===== config.mk =====
export PLATFORM = sky130hd
export DESIGN_NAME = argmax_mask_square_roi_unit
export DESIGN_NICKNAME = d
export VERILOG_FILES = /design/src/hw/rtl/amsr_pkg.sv /design/src/hw/rtl/argmax_mask_square_roi_unit.sv /design/src/hw/rtl/amsr_front.sv /design/src/hw/rtl/amsr_queue.sv /design/src/hw/rtl/amsr_back.sv
export SDC_FILE = /design/constraint.sdc
export NUM_CORES = 1
export LEC_CHECK = 0
export BUFFER_PORTS_ARGS = -buffer_cell sky130_fd_sc_hd__clkbuf_2
export CAP_MARGIN = 20
export CORE_UTILIZATION = 50
export CTS_BUF_LIST = sky130_fd_sc_hd__clkbuf_8
export DETAILED_ROUTE_END_ITERATION = 10
export GPL_ROUTABILITY_DRIVEN = 0
export PLACE_DENSITY = 0.67
export SLEW_MARGIN = 20
export SYNTH_ARGS = -nofsm -noshare
export SYNTH_HDL_FRONTEND = slang
export SYNTH_SLANG_ARGS = --single-unit

===== constraint.sdc =====
create_clock -name clk -period 15.25 [get_ports clk]
set_input_delay 0.7625 -clock clk [delete_from_list [all_inputs] [get_ports clk]]
set_output_delay 0.7625 -clock clk [all_outputs]
set_load 0.01 [all_outputs]

===== src/hw/rtl/amsr_pkg.sv =====
`timescale 1ns / 1ps
// ----------------------------------------------------------------------------
// amsr_pkg: shared types and constants
// Field widths, the configuration bundle, the pixel word that travels
// from the front end to the back end, and register indexes.
// ----------------------------------------------------------------------------
package amsr_pkg;

	// Fixed widths of the stream fields.
	localparam int SCORE_W  = 16;
	localparam int COORD_W  = 10;
	localparam int SIDE_W   = 11;
	localparam int LEN_W    = 12;
	localparam int IMG_W    = 16;
	localparam int THR_W    = 15;
	localparam int PAD_W    = 10;
	localparam int OUT_W    = 64;
	localparam int CFG_IDX_W  = 2;
	localparam int CFG_DATA_W = 16;

	// Largest image side in pixels.
	localparam logic [SIDE_W-1:0] SIDE_MAX = SIDE_W'(1024);

	// Depth of the queue between front and back end.
	localparam int QUEUE_DEPTH = 4;

	// Configuration register indexes.
	typedef enum logic [CFG_IDX_W-1:0] {
		REG_SCORE_THRESHOLD = 2'd0,
		REG_SQUARE_PAD      = 2'd1,
		REG_IMAGE_WIDTH     = 2'd2,
		REG_IMAGE_HEIGHT    = 2'd3
	} reg_index_t;

	// Configuration as seen by the datapath, sides already limited.
	typedef struct packed {
		logic [THR_W-1:0]  score_threshold;
		logic [PAD_W-1:0]  square_pad;
		logic [SIDE_W-1:0] width_side;
		logic [SIDE_W-1:0] height_side;
		logic [SIDE_W-1:0] min_side;
	} cfg_t;

	// One classified pixel.
	typedef struct packed {
		logic               fg;
		logic               done;
		logic [COORD_W-1:0] col;
		logic [COORD_W-1:0] row;
		logic [IMG_W-1:0]   img;
	} pix_t;

	// A zero side acts as one, an oversized side as the largest side.
	function automatic logic [SIDE_W-1:0] side_limit(input logic [SIDE_W-1:0] v);
		logic [SIDE_W-1:0] r;
		r = v;
		if (v == '0) begin
			r = SIDE_W'(1);
		end else if (v > SIDE_MAX) begin
			r = SIDE_MAX;
		end
		return r;
	endfunction

endpackage


===== src/hw/rtl/argmax_mask_square_roi_unit.sv =====
`timescale 1ns / 1ps
// ----------------------------------------------------------------------------
// argmax_mask_square_roi_unit: argmax mask and square box of a score map
// Per-pixel argmax over streamed channel scores, a foreground mask word per
// pixel and a padded square box around the foreground of each image.
//
// Channel   Direction  Word
// s_axis    in         tdata: class_score[15:0]; tlast: last_channel
// m_axis    out        tdata: mask_bit, image_number, left_x, top_y,
//                      right_x, bottom_y; tlast: box_valid
// cfg       in         cfg_index selects the register, cfg_data the value
//
// One score word is taken per cycle while the queue is not full; the argmax
// compare and counter update in the front end set that figure. A pixel word
// passes from the queue through the four box stages and then the output
// register to m_axis. Reset is asynchronous, active low, and clears the
// control, configuration and box state, but not the queue storage or stage
// payload; no clearing pass is needed. A stalled m_axis holds the back end,
// and the front end keeps taking words until the four-entry queue fills.
// ----------------------------------------------------------------------------
module argmax_mask_square_roi_unit #(
	parameter int MAX_CHANNELS = 256
) (
	input  logic                                 clk,
	input  logic                                 arst_n,
	// Score stream.
	input  logic                                 s_axis_tvalid,
	output logic                                 s_axis_tready,
	input  logic [amsr_pkg::SCORE_W-1:0]         s_axis_tdata,  // class_score[15:0]
	input  logic                                 s_axis_tlast,  // last_channel
	// Mask and box stream.
	output logic                                 m_axis_tvalid,
	input  logic                                 m_axis_tready,
	// mask_bit[0], image_number[16:1], left_x[26:17], top_y[36:27],
	// right_x[46:37], bottom_y[56:47], zeros[63:57]
	output logic [amsr_pkg::OUT_W-1:0]           m_axis_tdata,
	output logic                                 m_axis_tlast,  // box_valid
	// Configuration write channel.
	input  logic                                 cfg_valid,
	output logic                                 cfg_ready,
	input  logic [amsr_pkg::CFG_IDX_W-1:0]       cfg_index,
	input  logic [amsr_pkg::CFG_DATA_W-1:0]      cfg_data
);
	import amsr_pkg::*;

	logic [THR_W-1:0]  score_threshold_q;
	logic [PAD_W-1:0]  square_pad_q;
	logic [SIDE_W-1:0] image_width_q;
	logic [SIDE_W-1:0] image_height_q;

	cfg_t cfg;
	logic push, pop, q_full, q_not_empty;
	pix_t push_data, pop_data;

	assign cfg_ready = 1'b1;

	// Configuration registers.
	always_ff @(posedge clk or negedge arst_n) begin
		if (!arst_n) begin
			score_threshold_q <= '0;
			square_pad_q      <= '0;
			image_width_q     <= SIDE_MAX;
			image_height_q    <= SIDE_MAX;
		end else if (cfg_valid && cfg_ready) begin
			case (reg_index_t'(cfg_index))
				REG_SCORE_THRESHOLD: score_threshold_q <= cfg_data[THR_W-1:0];
				REG_SQUARE_PAD:      square_pad_q      <= cfg_data[PAD_W-1:0];
				REG_IMAGE_WIDTH:     image_width_q     <= cfg_data[SIDE_W-1:0];
				REG_IMAGE_HEIGHT:    image_height_q    <= cfg_data[SIDE_W-1:0];
				default: ;
			endcase
		end
	end

	// Limited sides and the smaller of the two.
	always_comb begin
		cfg.score_threshold = score_threshold_q;
		cfg.square_pad      = square_pad_q;
		cfg.width_side      = side_limit(image_width_q);
		cfg.height_side     = side_limit(image_height_q);
		cfg.min_side        = (cfg.width_side < cfg.height_side) ? cfg.width_side
			: cfg.height_side;
	end

	amsr_front #(
		.MAX_CHANNELS(MAX_CHANNELS)
	) u_front (
		.clk          (clk),
		.arst_n       (arst_n),
		.cfg          (cfg),
		.in_valid     (s_axis_tvalid),
		.in_ready     (s_axis_tready),
		.class_score  ($signed(s_axis_tdata)),
		.last_channel (s_axis_tlast),
		.q_full       (q_full),
		.push         (push),
		.push_data    (push_data)
	);

	amsr_queue u_queue (
		.clk       (clk),
		.arst_n    (arst_n),
		.push      (push),
		.push_data (push_data),
		.pop       (pop),
		.pop_data  (pop_data),
		.full      (q_full),
		.not_empty (q_not_empty)
	);

	amsr_back u_back (
		.clk         (clk),
		.arst_n      (arst_n),
		.cfg         (cfg),
		.q_not_empty (q_not_empty),
		.q_data      (pop_data),
		.pop         (pop),
		.out_valid   (m_axis_tvalid),
		.out_ready   (m_axis_tready),
		.out_data    (m_axis_tdata),
		.out_last    (m_axis_tlast)
	);

endmodule


===== src/hw/rtl/amsr_front.sv =====
`timescale 1ns / 1ps
// ----------------------------------------------------------------------------
// amsr_front: per-pixel argmax and raster position
// Accepts one channel score per word, keeps the running argmax and, on the
// last channel, pushes a classified pixel word into the queue.
// ----------------------------------------------------------------------------
module amsr_front #(
	parameter int MAX_CHANNELS = 256
) (
	input  logic                              clk,
	input  logic                              arst_n,
	input  amsr_pkg::cfg_t                    cfg,
	input  logic                              in_valid,
	output logic                              in_ready,
	input  logic signed [amsr_pkg::SCORE_W-1:0] class_score,
	input  logic                              last_channel,
	input  logic                              q_full,
	output logic                              push,
	output amsr_pkg::pix_t                    push_data
);
	import amsr_pkg::*;

	localparam int CH_W = $clog2(MAX_CHANNELS);
	localparam logic [CH_W-1:0] CH_LAST = CH_W'(MAX_CHANNELS - 1);

	logic [CH_W-1:0]          ch_q;
	logic [CH_W-1:0]          best_class_q;
	logic signed [SCORE_W-1:0] best_score_q;
	logic [COORD_W-1:0]       col_q;
	logic [COORD_W-1:0]       row_q;
	logic [IMG_W-1:0]         img_q;

	logic                     accept;
	logic                     take;
	logic signed [SCORE_W-1:0] nb_score;
	logic [CH_W-1:0]          nb_class;
	logic                     fg;
	logic                     col_end;
	logic                     row_end;

	assign in_ready = !q_full;
	assign accept   = in_valid && in_ready;

	// Running argmax; the first channel always wins, ties go to the later one.
	assign take     = (ch_q == '0) || (class_score >= best_score_q);
	assign nb_score = take ? class_score : best_score_q;
	assign nb_class = take ? ch_q : best_class_q;

	// Foreground test on the winner of this pixel.
	assign fg = (nb_score >= $signed({1'b0, cfg.score_threshold})) && (nb_class != '0);

	// Raster position tests.
	assign col_end = {1'b0, col_q} >= (cfg.width_side - SIDE_W'(1));
	assign row_end = {1'b0, row_q} >= (cfg.height_side - SIDE_W'(1));

	assign push           = accept && last_channel;
	assign push_data.fg   = fg;
	assign push_data.done = col_end && row_end;
	assign push_data.col  = col_q;
	assign push_data.row  = row_q;
	assign push_data.img  = img_q;

	// Channel, argmax and position state.
	always_ff @(posedge clk or negedge arst_n) begin
		if (!arst_n) begin
			ch_q         <= '0;
			best_class_q <= '0;
			best_score_q <= '0;
			col_q        <= '0;
			row_q        <= '0;
			img_q        <= '0;
		end else if (accept) begin
			best_score_q <= nb_score;
			best_class_q <= nb_class;
			if (!last_channel) begin
				if (ch_q < CH_LAST) begin
					ch_q <= ch_q + CH_W'(1);
				end
			end else begin
				ch_q <= '0;
				if (col_end) begin
					col_q <= '0;
					if (row_end) begin
						row_q <= '0;
						img_q <= img_q + IMG_W'(1);
					end else begin
						row_q <= row_q + COORD_W'(1);
					end
				end else begin
					col_q <= col_q + COORD_W'(1);
				end
			end
		end
	end

endmodule


===== src/hw/rtl/amsr_queue.sv =====
`timescale 1ns / 1ps
// ----------------------------------------------------------------------------
// amsr_queue: pixel word queue
// A short first-in first-out buffer that lets the front and back ends
// stall independently.
// ----------------------------------------------------------------------------
module amsr_queue (
	input  logic           clk,
	input  logic           arst_n,
	input  logic           push,
	input  amsr_pkg::pix_t push_data,
	input  logic           pop,
	output amsr_pkg::pix_t pop_data,
	output logic           full,
	output logic           not_empty
);
	import amsr_pkg::*;

	localparam int PTR_W = $clog2(QUEUE_DEPTH);
	localparam int CNT_W = $clog2(QUEUE_DEPTH + 1);

	pix_t             mem_q [QUEUE_DEPTH];
	logic [PTR_W-1:0] wr_ptr_q;
	logic [PTR_W-1:0] rd_ptr_q;
	logic [CNT_W-1:0] count_q;

	assign full      = (count_q == CNT_W'(QUEUE_DEPTH));
	assign not_empty = (count_q != '0);
	assign pop_data  = mem_q[rd_ptr_q];

	// Pointers and fill count.
	always_ff @(posedge clk or negedge arst_n) begin
		if (!arst_n) begin
			wr_ptr_q <= '0;
			rd_ptr_q <= '0;
			count_q  <= '0;
		end else begin
			if (push) begin
				wr_ptr_q <= wr_ptr_q + PTR_W'(1);
			end
			if (pop) begin
				rd_ptr_q <= rd_ptr_q + PTR_W'(1);
			end
			if (push && !pop) begin
				count_q <= count_q + CNT_W'(1);
			end else if (pop && !push) begin
				count_q <= count_q - CNT_W'(1);
			end
		end
	end

	// Storage.
	always_ff @(posedge clk) begin
		if (push) begin
			mem_q[wr_ptr_q] <= push_data;
		end
	end

endmodule


===== src/hw/rtl/amsr_back.sv =====
`timescale 1ns / 1ps
// ----------------------------------------------------------------------------
// amsr_back: bounding box and square box pipeline
// Gathers the foreground box per image and, on the image's last pixel,
// squares, pads, centers and clamps it over four stages and an output
// register. The whole pipeline advances together.
// ----------------------------------------------------------------------------
module amsr_back (
	input  logic                          clk,
	input  logic                          arst_n,
	input  amsr_pkg::cfg_t                cfg,
	input  logic                          q_not_empty,
	input  amsr_pkg::pix_t                q_data,
	output logic                          pop,
	output logic                          out_valid,
	input  logic                          out_ready,
	output logic [amsr_pkg::OUT_W-1:0]    out_data,
	output logic                          out_last
);
	import amsr_pkg::*;

	logic advance;

	// Box state of the current image.
	logic               any_q;
	logic [COORD_W-1:0] min_c_q, max_c_q, min_r_q, max_r_q;
	logic [COORD_W-1:0] n_min_c, n_max_c, n_min_r, n_max_r;
	logic               n_any;

	// Stage registers.
	logic               v_s1, v_s2, v_s3, v_s4, v_out_q;
	logic               fg_s1, fg_s2, fg_s3, fg_s4;
	logic               done_s1, done_s2, done_s3, done_s4;
	logic [IMG_W-1:0]   img_s1, img_s2, img_s3, img_s4;
	logic [COORD_W-1:0] x1_s1, x2_s1, y1_s1, y2_s1;
	logic [COORD_W-1:0] x1_s2, y1_s2, x1_s3, y1_s3, x1_s4, y1_s4;
	logic [SIDE_W-1:0]  rw_s2, rh_s2, rw_s3, rh_s3;
	logic [SIDE_W-1:0]  sq_s3, sq_s4;

	// Output register.
	logic               fg_q, done_q;
	logic [IMG_W-1:0]   img_q;
	logic [COORD_W-1:0] lx_q, ty_q, rx_q, by_q;

	// Combinational stage results.
	logic [SIDE_W-1:0]  rw_c, rh_c, mx_c, sq_c, dx_c, dy_c;
	logic [LEN_W-1:0]   padded_c;
	logic signed [LEN_W-1:0] xm_c, ym_c;
	logic [COORD_W-1:0] x1c_c, y1c_c;
	logic [LEN_W-1:0]   xsum_c, ysum_c;
	logic [COORD_W-1:0] lx_c, rx_c, ty_c, by_c;

	assign advance   = !v_out_q || out_ready;
	assign pop       = advance && q_not_empty;
	assign out_valid = v_out_q;
	assign out_last  = done_q;
	assign out_data  = {{(OUT_W - 1 - IMG_W - 4 * COORD_W){1'b0}},
		by_q, rx_q, ty_q, lx_q, img_q, fg_q};

	// Box update with the pixel now leaving the queue.
	always_comb begin
		n_min_c = min_c_q;
		n_max_c = max_c_q;
		n_min_r = min_r_q;
		n_max_r = max_r_q;
		n_any   = any_q || q_data.fg;
		if (q_data.fg) begin
			if (!any_q) begin
				n_min_c = q_data.col;
				n_max_c = q_data.col;
				n_min_r = q_data.row;
				n_max_r = q_data.row;
			end else begin
				if (q_data.col < min_c_q) n_min_c = q_data.col;
				if (q_data.col > max_c_q) n_max_c = q_data.col;
				if (q_data.row < min_r_q) n_min_r = q_data.row;
				if (q_data.row > max_r_q) n_max_r = q_data.row;
			end
		end
	end

	always_ff @(posedge clk or negedge arst_n) begin
		if (!arst_n) begin
			any_q   <= 1'b0;
			min_c_q <= '0;
			max_c_q <= '0;
			min_r_q <= '0;
			max_r_q <= '0;
		end else if (pop) begin
			if (q_data.done) begin
				any_q   <= 1'b0;
				min_c_q <= '0;
				max_c_q <= '0;
				min_r_q <= '0;
				max_r_q <= '0;
			end else begin
				any_q   <= n_any;
				min_c_q <= n_min_c;
				max_c_q <= n_max_c;
				min_r_q <= n_min_r;
				max_r_q <= n_max_r;
			end
		end
	end

	// Stage 2: box sides.
	assign rw_c = {1'b0, x2_s1} - {1'b0, x1_s1} + SIDE_W'(1);
	assign rh_c = {1'b0, y2_s1} - {1'b0, y1_s1} + SIDE_W'(1);

	// Stage 3: square side, padded and limited by the image sides.
	assign mx_c     = (rw_s2 > rh_s2) ? rw_s2 : rh_s2;
	assign padded_c = {1'b0, mx_c} + {1'b0, cfg.square_pad, 1'b0};
	assign sq_c     = (padded_c > {1'b0, cfg.min_side}) ? cfg.min_side
		: padded_c[SIDE_W-1:0];

	// Stage 4: center the near edges, clamped at zero.
	assign dx_c = sq_s3 - rw_s3;
	assign dy_c = sq_s3 - rh_s3;
	assign xm_c = $signed({2'b00, x1_s3}) - $signed({2'b00, dx_c[SIDE_W-1:1]});
	assign ym_c = $signed({2'b00, y1_s3}) - $signed({2'b00, dy_c[SIDE_W-1:1]});
	always_comb begin
		x1c_c = x1_s3;
		y1c_c = y1_s3;
		if (rw_s3 < sq_s3) begin
			x1c_c = xm_c[LEN_W-1] ? '0 : xm_c[COORD_W-1:0];
		end
		if (rh_s3 < sq_s3) begin
			y1c_c = ym_c[LEN_W-1] ? '0 : ym_c[COORD_W-1:0];
		end
	end

	// Output stage: far edges kept inside the image; zeros if not done.
	assign xsum_c = {2'b00, x1_s4} + {1'b0, sq_s4};
	assign ysum_c = {2'b00, y1_s4} + {1'b0, sq_s4};
	always_comb begin
		lx_c = x1_s4;
		ty_c = y1_s4;
		rx_c = COORD_W'(xsum_c - LEN_W'(1));
		by_c = COORD_W'(ysum_c - LEN_W'(1));
		if (xsum_c > {1'b0, cfg.width_side}) begin
			rx_c = COORD_W'(cfg.width_side - SIDE_W'(1));
			lx_c = COORD_W'(cfg.width_side - sq_s4);
		end
		if (ysum_c > {1'b0, cfg.height_side}) begin
			by_c = COORD_W'(cfg.height_side - SIDE_W'(1));
			ty_c = COORD_W'(cfg.height_side - sq_s4);
		end
		if (!done_s4) begin
			lx_c = '0;
			ty_c = '0;
			rx_c = '0;
			by_c = '0;
		end
	end

	// Stage valid bits.
	always_ff @(posedge clk or negedge arst_n) begin
		if (!arst_n) begin
			v_s1    <= 1'b0;
			v_s2    <= 1'b0;
			v_s3    <= 1'b0;
			v_s4    <= 1'b0;
			v_out_q <= 1'b0;
		end else if (advance) begin
			v_s1    <= pop;
			v_s2    <= v_s1;
			v_s3    <= v_s2;
			v_s4    <= v_s3;
			v_out_q <= v_s4;
		end
	end

	// Stage payload.
	always_ff @(posedge clk) begin
		if (advance) begin
			fg_s1   <= q_data.fg;
			done_s1 <= q_data.done;
			img_s1  <= q_data.img;
			x1_s1   <= n_any ? n_min_c : '0;
			x2_s1   <= n_any ? n_max_c : COORD_W'(cfg.width_side - SIDE_W'(1));
			y1_s1   <= n_any ? n_min_r : '0;
			y2_s1   <= n_any ? n_max_r : COORD_W'(cfg.height_side - SIDE_W'(1));

			fg_s2   <= fg_s1;
			done_s2 <= done_s1;
			img_s2  <= img_s1;
			x1_s2   <= x1_s1;
			y1_s2   <= y1_s1;
			rw_s2   <= rw_c;
			rh_s2   <= rh_c;

			fg_s3   <= fg_s2;
			done_s3 <= done_s2;
			img_s3  <= img_s2;
			x1_s3   <= x1_s2;
			y1_s3   <= y1_s2;
			rw_s3   <= rw_s2;
			rh_s3   <= rh_s2;
			sq_s3   <= sq_c;

			fg_s4   <= fg_s3;
			done_s4 <= done_s3;
			img_s4  <= img_s3;
			x1_s4   <= x1c_c;
			y1_s4   <= y1c_c;
			sq_s4   <= sq_s3;

			fg_q    <= fg_s4;
			done_q  <= done_s4;
			img_q   <= img_s4;
			lx_q    <= lx_c;
			ty_q    <= ty_c;
			rx_q    <= rx_c;
			by_q    <= by_c;
		end
	end

endmodule

# Word-level counts from Yosys, hierarchy flattened
# Memory sizes are Yosys's and may differ from the RTL's.
# Index checks and enable logic that the tools add are counted.
dict set report totals {
  regBits 464
  input_bits 40
  out_inout_bits 68
  word_cells 180
  mem_count 1
  ram_bits 152
}
dict set report classes {
  n_lt_le_gt_ge 18
  n_reduce_logical 30
  add_sub_neg 25
  n_eq_ne 4
  mux 44
}
# name words word_bits rd rd_clocked_by_memory_dff wr line_no
set memory_table {}
lappend memory_table {u_queue.mem_q 4 38 1 0 1 amsr_queue.sv:22} ;# pix_t mem_q [QUEUE_DEPTH];
# op count
set op_table {}
lappend op_table {{2-to-1 mux 10 bit} 28}
lappend op_table {{2-to-1 mux 11 bit} 7}
lappend op_table {{subtractor 10 x 10 -> 11 bit} 4}
lappend op_table {{greater-than comparator 12 x 11 -> 1 bit} 3}
lappend op_table {{less-than comparator 11 bit} 3}
lappend op_table {{>= comparator 16 bit} 2}
lappend op_table {{adder 10 x 11 -> 12 bit} 2}
lappend op_table {{2-to-1 mux 8 bit} 3}
lappend op_table {{adder 11 x 1 -> 11 bit, second input constant} 2}
lappend op_table {{>= comparator 10 x 11 -> 1 bit} 2}
lappend op_table {{greater-than comparator 11 bit, second input constant} 2}
lappend op_table {{logical NOT 11 bit} 2}
lappend op_table {{subtractor 11 x 1 -> 11 bit, second input constant} 2}
lappend op_table {{subtractor 11 bit} 2}
lappend op_table {{adder 10 x 1 -> 10 bit, second input constant} 2}
lappend op_table {{greater-than comparator 10 bit} 2}
lappend op_table {{less-than comparator 10 bit} 2}
lappend op_table {{subtractor 10 x 1 -> 10 bit, second input constant} 2}
lappend op_table {{subtractor 10 bit} 2}
lappend op_table {{adder 16 x 1 -> 16 bit, second input constant} 1}
lappend op_table {{2-to-1 mux 16 bit} 1}
lappend op_table {{adder 11 x 11 -> 12 bit} 1}
lappend op_table {{AND reduction 2 bit} 6}
lappend op_table {{greater-than comparator 11 bit} 1}
lappend op_table {{20 further kinds} 37}

# Depth between registers and ports, before layout
# Gate-level depths: netlist of run 1.
dict set report logic_depth {
  ltp_word 8
  depth_mapped 28
  mapped_depth_nobuf 27
}

# Cells and area by module
# From an unflattened synthesis of run 1, not the netlist that was laid out.
dict set report hier_totals {
  hier_cells 2647
  hier_area_um2 33129.3
}
# mod seq_area_each_um2 area_each_um2 n_inst cells_each
set modules_own_cells {}
lappend modules_own_cells {amsr_back 10039.6 19972.9 1 1710}
lappend modules_own_cells {amsr_queue 4739.5 5925.7 1 233}
lappend modules_own_cells {amsr_front 1701.6 4862.2 1 517}
lappend modules_own_cells {argmax_mask_square_roi_unit 1178.6 2368.5 1 187}

# Least setup slack after synthesis of run 1
# OpenSTA, ideal clock, no wires.
dict set report synth_path {
  path_type {input port to flip-flop}
  startpoint {input m_axis_tready}
  endpoint {register u_queue.count_q[1]}
  arrival_time_ns 11.103
  setup_time_ns 0.125
  required_ns 15.125
  stages 9
  slack_ns 4.022
  path_buffers 2
  cell_sequence {nand2b_1 > clkbuf_1 > o31a_1 > clkbuf_1 > inv_1 > ha_1 > inv_1 > fa_1 > mux2_2}
}
dict set report synth_via {
  elab_chain_len 5
  elab_cells_between_ends 7
  cone_classes {mux: 1; reduce/logical: 6}
}
# element line_no
set synth_rtl {}
lappend synth_rtl {{from (decl)} argmax_mask_square_roi_unit.sv:33} ;# input logic m_axis_tready,
lappend synth_rtl {{logical OR 1 bit (*)} amsr_back.sv:53} ;# assign advance = !v_out_q || out_ready;
lappend synth_rtl {{via u_back.advance} amsr_back.sv:22} ;# logic advance;
lappend synth_rtl {{logical AND 1 bit (*)} amsr_back.sv:54} ;# assign pop = advance && q_not_empty;
lappend synth_rtl {{logical NOT 1 bit} amsr_queue.sv:44} ;# if (push && !pop) begin
lappend synth_rtl {{logical AND 1 bit} amsr_queue.sv:44}
lappend synth_rtl {{2-to-1 mux 3 bit / nonzero test 2 bit (equally long branches)} -}
lappend synth_rtl {{to (signal assigned)} amsr_queue.sv:45} ;# count_q <= count_q + CNT_W'(1);
lappend synth_rtl {{to (signal assigned)} amsr_queue.sv:47} ;# count_q <= count_q - CNT_W'(1);
lappend synth_rtl {{to (decl)} amsr_queue.sv:25} ;# logic [CNT_W-1:0] count_q;
# Mark *: on every way through the listed nets, which the timed path passes. The rest lies on a longest branch.
# A chain may end at the register's enable or synchronous reset.

# Worst setup path in the final report of run 1
dict set report layout_path {
  startpoint {register u_back.rw_s2[1]}
  endpoint {register u_back.sq_s3[6] (data pin)}
}
dict set report layout_via {
  elab_chain_len 5
}
# element line_no
set layout_rtl {}
lappend layout_rtl {{from (decl)} amsr_back.sv:37} ;# logic [SIDE_W-1:0] rw_s2, rh_s2, rw_s3, rh_s3;
lappend layout_rtl {{from (signal assigned)} amsr_back.sv:189} ;# rw_s2 <= rw_c;
lappend layout_rtl {{greater-than comparator 11 bit} amsr_back.sv:111} ;# assign mx_c = (rw_s2 > rh_s2) ? rw_s2 : rh_s2;
lappend layout_rtl {{2-to-1 mux 11 bit (*)} amsr_back.sv:111}
lappend layout_rtl {{adder 11 x 11 -> 12 bit (*)} amsr_back.sv:112} ;# assign padded_c = {1'b0, mx_c} + {1'b0, cfg.square_pad, 1'b0};
lappend layout_rtl {{greater-than comparator 12 x 11 -> 1 bit} amsr_back.sv:113} ;# assign sq_c = (padded_c > {1'b0, cfg.min_side}) ? cfg.min_side
lappend layout_rtl {{2-to-1 mux 11 bit (*)} amsr_back.sv:113}
lappend layout_rtl {{via u_back.sq_c[6]} amsr_back.sv:46} ;# logic [SIDE_W-1:0] rw_c, rh_c, mx_c, sq_c, dx_c, dy_c;
lappend layout_rtl {{to (signal assigned)} amsr_back.sv:199} ;# sq_s3 <= sq_c;
lappend layout_rtl {{to (decl)} amsr_back.sv:38} ;# logic [SIDE_W-1:0] sq_s3, sq_s4;
# Marks and branches as above.

==> qor.txt, run 1 <==
Bufs on Longest Clock Path -> 3
Final Non-Filler Cells -> 3,660
Share of post-route cells with drive strength above 1 -> 0.152
Worst r2r path cells -> 27
Grt total ovfl -> 0
Width of the die -> 257 µm
Placed insts -> 3,468
Initial DRT Pass Iterations -> 5
H-tree levels -> 3
Core footprint -> 63,500 µm²
# nets final -> 3,064
Worst hold path type -> in -> reg
Outcome -> finished clean
R2R Setup Slk -> 9.03 ns
MaxCap Viol Count -> 0
Max Slew Vio Count -> 0
Num ports -> 108
CTS tree -> yes
Synth Area in Adders -> 0.117
Netlist cell types -> 81
Number of port buffers -> 98
Initial drt markers -> 1,286
Setup violations, final -> 0
Initial antenna violation count -> 0
Register area share after synthesis -> 0.545
Worst-Margin Slew -> 1.13 ns
Most frequent cells in the layout -> edfxtp_1, ha_1, inv_1, dfrtp_1, nand2_1
Largest family of logic cells by synthesized area -> adder cells
Fin area -> 36,000 µm²
Clock Latency Late Sink -> 0.73 ns
Mux share of post-synthesis cell area -> 0.0770
Reg2reg start -> u_back.rw_s2[1]$_DFFE_PP_
DR vias -> 20,400
Layout Skew -> 0.0432 ns
Die height -> 257 µm
# resized after CTS -> 0
Mapped cell area -> 32,400 µm²
CP Data Arrival Time -> 6.68 ns
Number of flops mapped to enable cells by yosys -> 448
CP Max Fanout -> 15
DP HPWL -> 52.4 mm
Crit end category -> flop
Hold path depth -> 3
WL final -> 71.7 mm
Global-route wire length before repair -> 113 mm
Hold Path Origin -> cfg_data[11]
Yosys reg bits -> 616
Die ar. -> 65,800 µm²
Cell Rows -> 92
Setup tns final -> 0 ns
Placed standard-cell area -> 33,800 µm²
Hold WS -> 0.258 ns
CP Launch Type -> flop
Synthesis warning total -> 0
Vias per Instance -> 5.59
Total global-route track usage -> 0.218
Commonest non-fill, non-tap cell in the layout -> edfxtp_1
Post-route ant nets -> 0
Largest net degree at the start of global routing -> 189
CTS Buf Count -> 101
Simple-gate portion of the synthesized area -> 0.0803
Synth Area in XOR/XNOR -> 0.0351
Slew margin rel. -> 0.245
Starting Density -> 0.510
Routed length per instance -> 19.6 µm
Hold Path End -> score_threshold_q[11]$_DFFE_PN0P_
Period utilisation layout -> 0.408
Crit Path Category -> reg -> reg
Worst-path clk slew -> 0.06 ns
Clk sinks -> 616
Drt drc -> 0
Crit Reg-Reg Endpoint -> u_back.sq_s3[6]$_DFFE_PP_
Average size of a mapped cell -> 12.6 µm²
Fmax -> 161 MHz
Layout area overhead -> 11.0%
Cells after Synth -> 2,576
RSZ-0062 raised after global routing -> no
Compound-cell area share of the yosys netlist -> 0.104
Root Buffer -> clkbuf_8
Final hold viol count -> 0
Fin crit period -> 6.22 ns
Synth Flop Type -> edfxtp_1
# diodes -> 0
Async SR Flop Fraction -> 0.273
CP required -> 15.71 ns
Vias in the first global route -> 20,900
==> critical path, stage by stage (launching register included) <==
cell and delay, ns:
edfxtp_1 0.47, ha_1 0.35, nor2b_1 0.13, o21a_1 0.11
o21a_1 0.11, o21ai_1 0.06, a21o_1 0.21, a221oi_2 0.39
buf_4 0.26, o21ai_0 0.10, ha_1 0.22, fa_1 0.41
a21o_1 0.19, a21oi_1 0.22, o21bai_1 0.13, a21oi_1 0.19
xor2_1 0.30, inv_1 0.09, ha_1 0.32, a21o_1 0.18
a21o_1 0.16, a21o_1 0.17, a211o_1 0.30, mux2i_1 0.14
a21oi_1 0.07, a21oi_1 0.12, buf_4 0.24, mux2_2 0.36
==> layout make-up <==
cell class | instances | area, µm²
Timing Repair Buffer | 118 | 662
Multi-Input combinational cell | 1647 | 13500
Inverter | 243 | 912
Clock buffer | 114 | 1570
Sequential cell | 616 | 17700
Tap cell | 846 | 1060
Fill cell | 5142 | 27600
Clock inverter | 76 | 573
==> cell families after synthesis <==
logic type / after synthesis
simple gates: 519
buf+inv: 319
mux: 192
xor+xnor: 130
compound gates: 501
fa+ha+maj: 297
flops: 616
other cells: 2
==> through the flow <==
step,setup slack [ns],utilization
after floorplan,4.02,-
after global placement,8.83,0.531
after detailed placement,8.70,0.532
after CTS,8.68,0.565
after global routing,8.63,0.566
final,9.03,0.566
==> what timing repair did <==
action,in CTS,in global routing
hold buffers,1,0
setup buffers,0,0
endpoints found under the hold margin,40,0
==> cell usage after synthesis, types with 39 or more instances <==
cell | count | area, µm²
nor2_1 | 95 | 357
dfrtp_1 | 166 | 4150
o21ai_0 | 123 | 616
nand2_1 | 145 | 544
clkbuf_1 | 39 | 146
nor3_1 | 40 | 200
edfxtp_1 | 448 | 13500
xor2_1 | 62 | 543
mux2i_1 | 68 | 681
mux2_2 | 87 | 980
a22o_1 | 62 | 543
a21oi_1 | 110 | 551
xnor2_1 | 68 | 596
a21o_1 | 49 | 368
ha_1 | 285 | 3570
nor2b_1 | 54 | 338
inv_1 | 243 | 912
==> metal layers <==
metal / GRT usage / vias to the layer above / part of all wire
li1: - / 9826 / -
met1: 0.277 / 10000 / 0.43
met2: 0.374 / 464 / 0.49
met3: 0.0313 / 151 / 0.041
met4: 0.0939 / 0 / 0.037
met5: 0 / - / 0
==> flip-flops by register name, summed over array words and instances (netlist names), 15 cells and up <==
| signal | cells |
|---|---|
| score_threshold_q | 15 |
| u_back.img_q | 16 |
| u_back.img_s1 | 16 |
| u_back.img_s2 | 16 |
| u_back.img_s3 | 16 |
| u_back.img_s4 | 16 |
| u_front.best_score_q | 16 |
| u_front.img_q | 16 |
| u_queue.mem_q | 152 |
==> how the worst max path moves through the flow <==
| stage | from | end | slack, ns | cells after the start |
|---|---|---|---|---|
| 6_report | u_back.rw_s2[1]$_DFFE_PP_ | u_back.sq_s3[6]$_DFFE_PP_ | 9.03 | 27 |
| 5_1_grt | u_back.rw_s2[1]$_DFFE_PP_ | u_back.sq_s3[4]$_DFFE_PP_ | 8.63 | 27 |
| 4_1_cts | u_back.rw_s2[1]$_DFFE_PP_ | u_back.sq_s3[6]$_DFFE_PP_ | 8.68 | 26 |
| 3_5_place_dp | u_back.rw_s2[1]$_DFFE_PP_ | u_back.sq_s3[6]$_DFFE_PP_ | 8.70 | 26 |
| 3_3_place_gp | u_back.rw_s2[1]$_DFFE_PP_ | u_back.sq_s3[4]$_DFFE_PP_ | 8.83 | 26 |
| 2_1_floorplan | m_axis_tready | u_queue.count_q[1]$_DFFE_PN0P_ | 4.02 | 9 |
Power of run 1 is not shown: default switching activity piles up to over one toggle a cycle in this logic, so the estimate is an artifact.
==> inputs of run 2 (changes only) <==
==> constraint.sdc (replaced) <==
create_clock -name clk -period 5.9 [get_ports clk]
set_input_delay 0.295 -clock clk [delete_from_list [all_inputs] [get_ports clk]]
set_output_delay 0.295 -clock clk [all_outputs]
set_load 0.01 [all_outputs]
==> run 2 against run 1 <==
Maximum frequency up 11%. Non-clock buffer count up 62. Utilization up 0.74 points.
==> qor.txt, run 2 (synthesized netlist as in run 1, its figures left out) <==
Crit Path Category -> reg -> reg
Starting Density -> 0.510 (unchanged)
Global-route wire length before repair -> 117 mm (+3.8%)
Crit end category -> flop
Grt total ovfl -> 0 (unchanged)
Reg with most FFs -> u_queue.mem_q
Crit Reg-Reg Endpoint -> u_back.sq_s3[6]$_DFFE_PP_
CTS Buf Count -> 103 (+2.0%)
DP HPWL -> 54.3 mm (+3.6%)
Routed length per instance -> 20.2 µm (+2.9%)
CP max-delay cell -> edfxtp_1
Num ports -> 108 (unchanged)
Most frequent cells in the layout -> edfxtp_1, ha_1, inv_1, dfrtp_1, nand2_1
Post-route ant nets -> 0 (unchanged)
Slew margin rel. -> 0.286 (+0.0412)
Initial DRT Pass Iterations -> 6 (+1)
Clock Latency Late Sink -> 0.74 ns (about the same)
Max FFs per register -> 152 (unchanged)
MaxCap Viol Count -> 0 (unchanged)
Vias per Instance -> 5.66 (+1.3%)
H-tree levels -> 3 (unchanged)
WL final -> 75.1 mm (+4.7%)
Reg2reg start -> u_back.rw_s2[1]$_DFFE_PP_
Outcome -> finished clean
Core footprint -> 63,500 µm² (unchanged)
Final hold viol count -> 0 (unchanged)
# nets final -> 3,128 (+2.1%)
R2R Setup Slk -> 0.31 ns (-8.72 ns)
Die height -> 257 µm (unchanged)
Die ar. -> 65,800 µm² (unchanged)
Final-layout fill cell count -> 5,175 (+0.64%)
Setup ws final -> 0.307 ns (-8.72 ns)
Worst r2r path cells -> 28 (+3.7%)
Pre-CTS WS -> 0.00847 ns (-8.70 ns)
CTS tree -> yes
Worst hold path type -> in -> async
CP Data Arrival Time -> 6.05 ns (-0.63 ns)
Fmax -> 179 MHz (+11%)
Period utilisation layout -> 0.948 (+0.540)
Share of post-route cells with drive strength above 1 -> 0.159 (+0.00704)
Number of port buffers -> 98 (unchanged)
Setup tns final -> 0 ns (unchanged)
Initial antenna violation count -> 2 (+2)
Worst-path clk slew -> 0.06 ns (about the same)
CP required -> 6.36 ns (-9.35 ns)
Placed insts -> 3,490 (+0.63%)
Root Buffer -> clkbuf_8
Worst-Margin Slew -> 1.07 ns (-0.0551 ns)
Vias in the first global route -> 21,500 (+2.9%)
Layout Skew -> 0.0466 ns (+0.00348 ns)
Max Slew Vio Count -> 0 (unchanged)
Cell Rows -> 92 (unchanged)
Final Non-Filler Cells -> 3,725 (+1.8%)
CP Launch Type -> flop
Initial drt markers -> 1,567 (+22%)
Total global-route track usage -> 0.228 (+0.00930)
Cell mode on critical path -> a21o_1
Layout area overhead -> 12.4%
CP max stage delay -> 0.48 ns (about the same)
Setup violations, final -> 0 (unchanged)
Largest net degree at the start of global routing -> 85 (-55%)
CP Max Fanout -> 5 (-10)
Clk sinks -> 616 (unchanged)
DR vias -> 21,100 (+3.1%)
Fin crit period -> 5.59 ns (-0.626 ns)
Bufs on Longest Clock Path -> 3 (unchanged)
Width of the die -> 257 µm (unchanged)
Drt drc -> 0 (unchanged)
Commonest non-fill, non-tap cell in the layout -> edfxtp_1
==> run 2: area by class of cell <==
type                    count  area (µm²)  area share
diodes                      1        2.50   0.0000687
well taps                 846        1060      0.0291
inverters                 243         912      0.0250
clock inverters            78         414      0.0114
repair buffers            180        1220      0.0336
clock buffers             114        1570      0.0431
multi-input cells        1647       13600       0.373
flip-flops and latches    616       17700       0.485
==> run 2: critical path, delay by kind of cell (launching register included) <==
family	cells	cell delay (ns)
buffers and inverters	3	0.44
flip-flops	1	0.48
multiplexers	2	0.47
adder cells (fa/ha/maj)	4	1.06
AND/OR/NAND/NOR	2	0.18
XOR/XNOR	1	0.24
AO/OA/AOI/OAI	16	2.47
==> run 2: per-layer routing <==
layer	routed length [µm]	track usage	vias up
met5	0	0	-
met4	3090	0.0985	0
met3	3520	0.0348	186
met2	36900	0.391	618
met1	31600	0.285	10300
li1	-	-	9966
==> run 2: worst max-delay path by stage <==
| stage | startpoint | to | depth (start not counted) |
|---|---|---|---|
| finish | u_back.rw_s2[1]$_DFFE_PP_ | u_back.sq_s3[6]$_DFFE_PP_ | 28 |
| global route | u_back.rw_s2[1]$_DFFE_PP_ | u_back.sq_s3[6]$_DFFE_PP_ | 28 |
| CTS | u_back.rw_s2[1]$_DFFE_PP_ | u_back.sq_s3[6]$_DFFE_PP_ | 27 |
| detailed placement | u_back.rw_s2[1]$_DFFE_PP_ | u_back.sq_s3[6]$_DFFE_PP_ | 27 |
| global placement | u_back.rw_s2[1]$_DFFE_PP_ | u_back.sq_s3[4]$_DFFE_PP_ | 27 |
| floorplan | u_back.rw_s2[1]$_DFFE_PP_ | u_back.sq_s3[6]$_DFFE_PP_ | 27 |
==> run 2: what timing repair did <==
action | CTS | global route
cloned | 0 | 0
endpoints found under the setup margin | 1 | 11
hold buffers | 33 | 0
buffers inserted | 0 | 9
resized for setup | 1 | 14
endpoints found under the hold margin | 104 | 0
pin swaps | 0 | 11
==> run 2: per-stage QoR <==
step                       util  cell area (µm²)  hold slack (ns)
final                     0.573            36400           0.0979
after global routing      0.573            36400            0.118
after CTS                 0.571            36300           0.0704
after detailed placement  0.534            33900            0.295
after global placement    0.534            33900            0.289
after floorplan               -            32400        -0.000591
Power of run 2 is left out for the same reason.
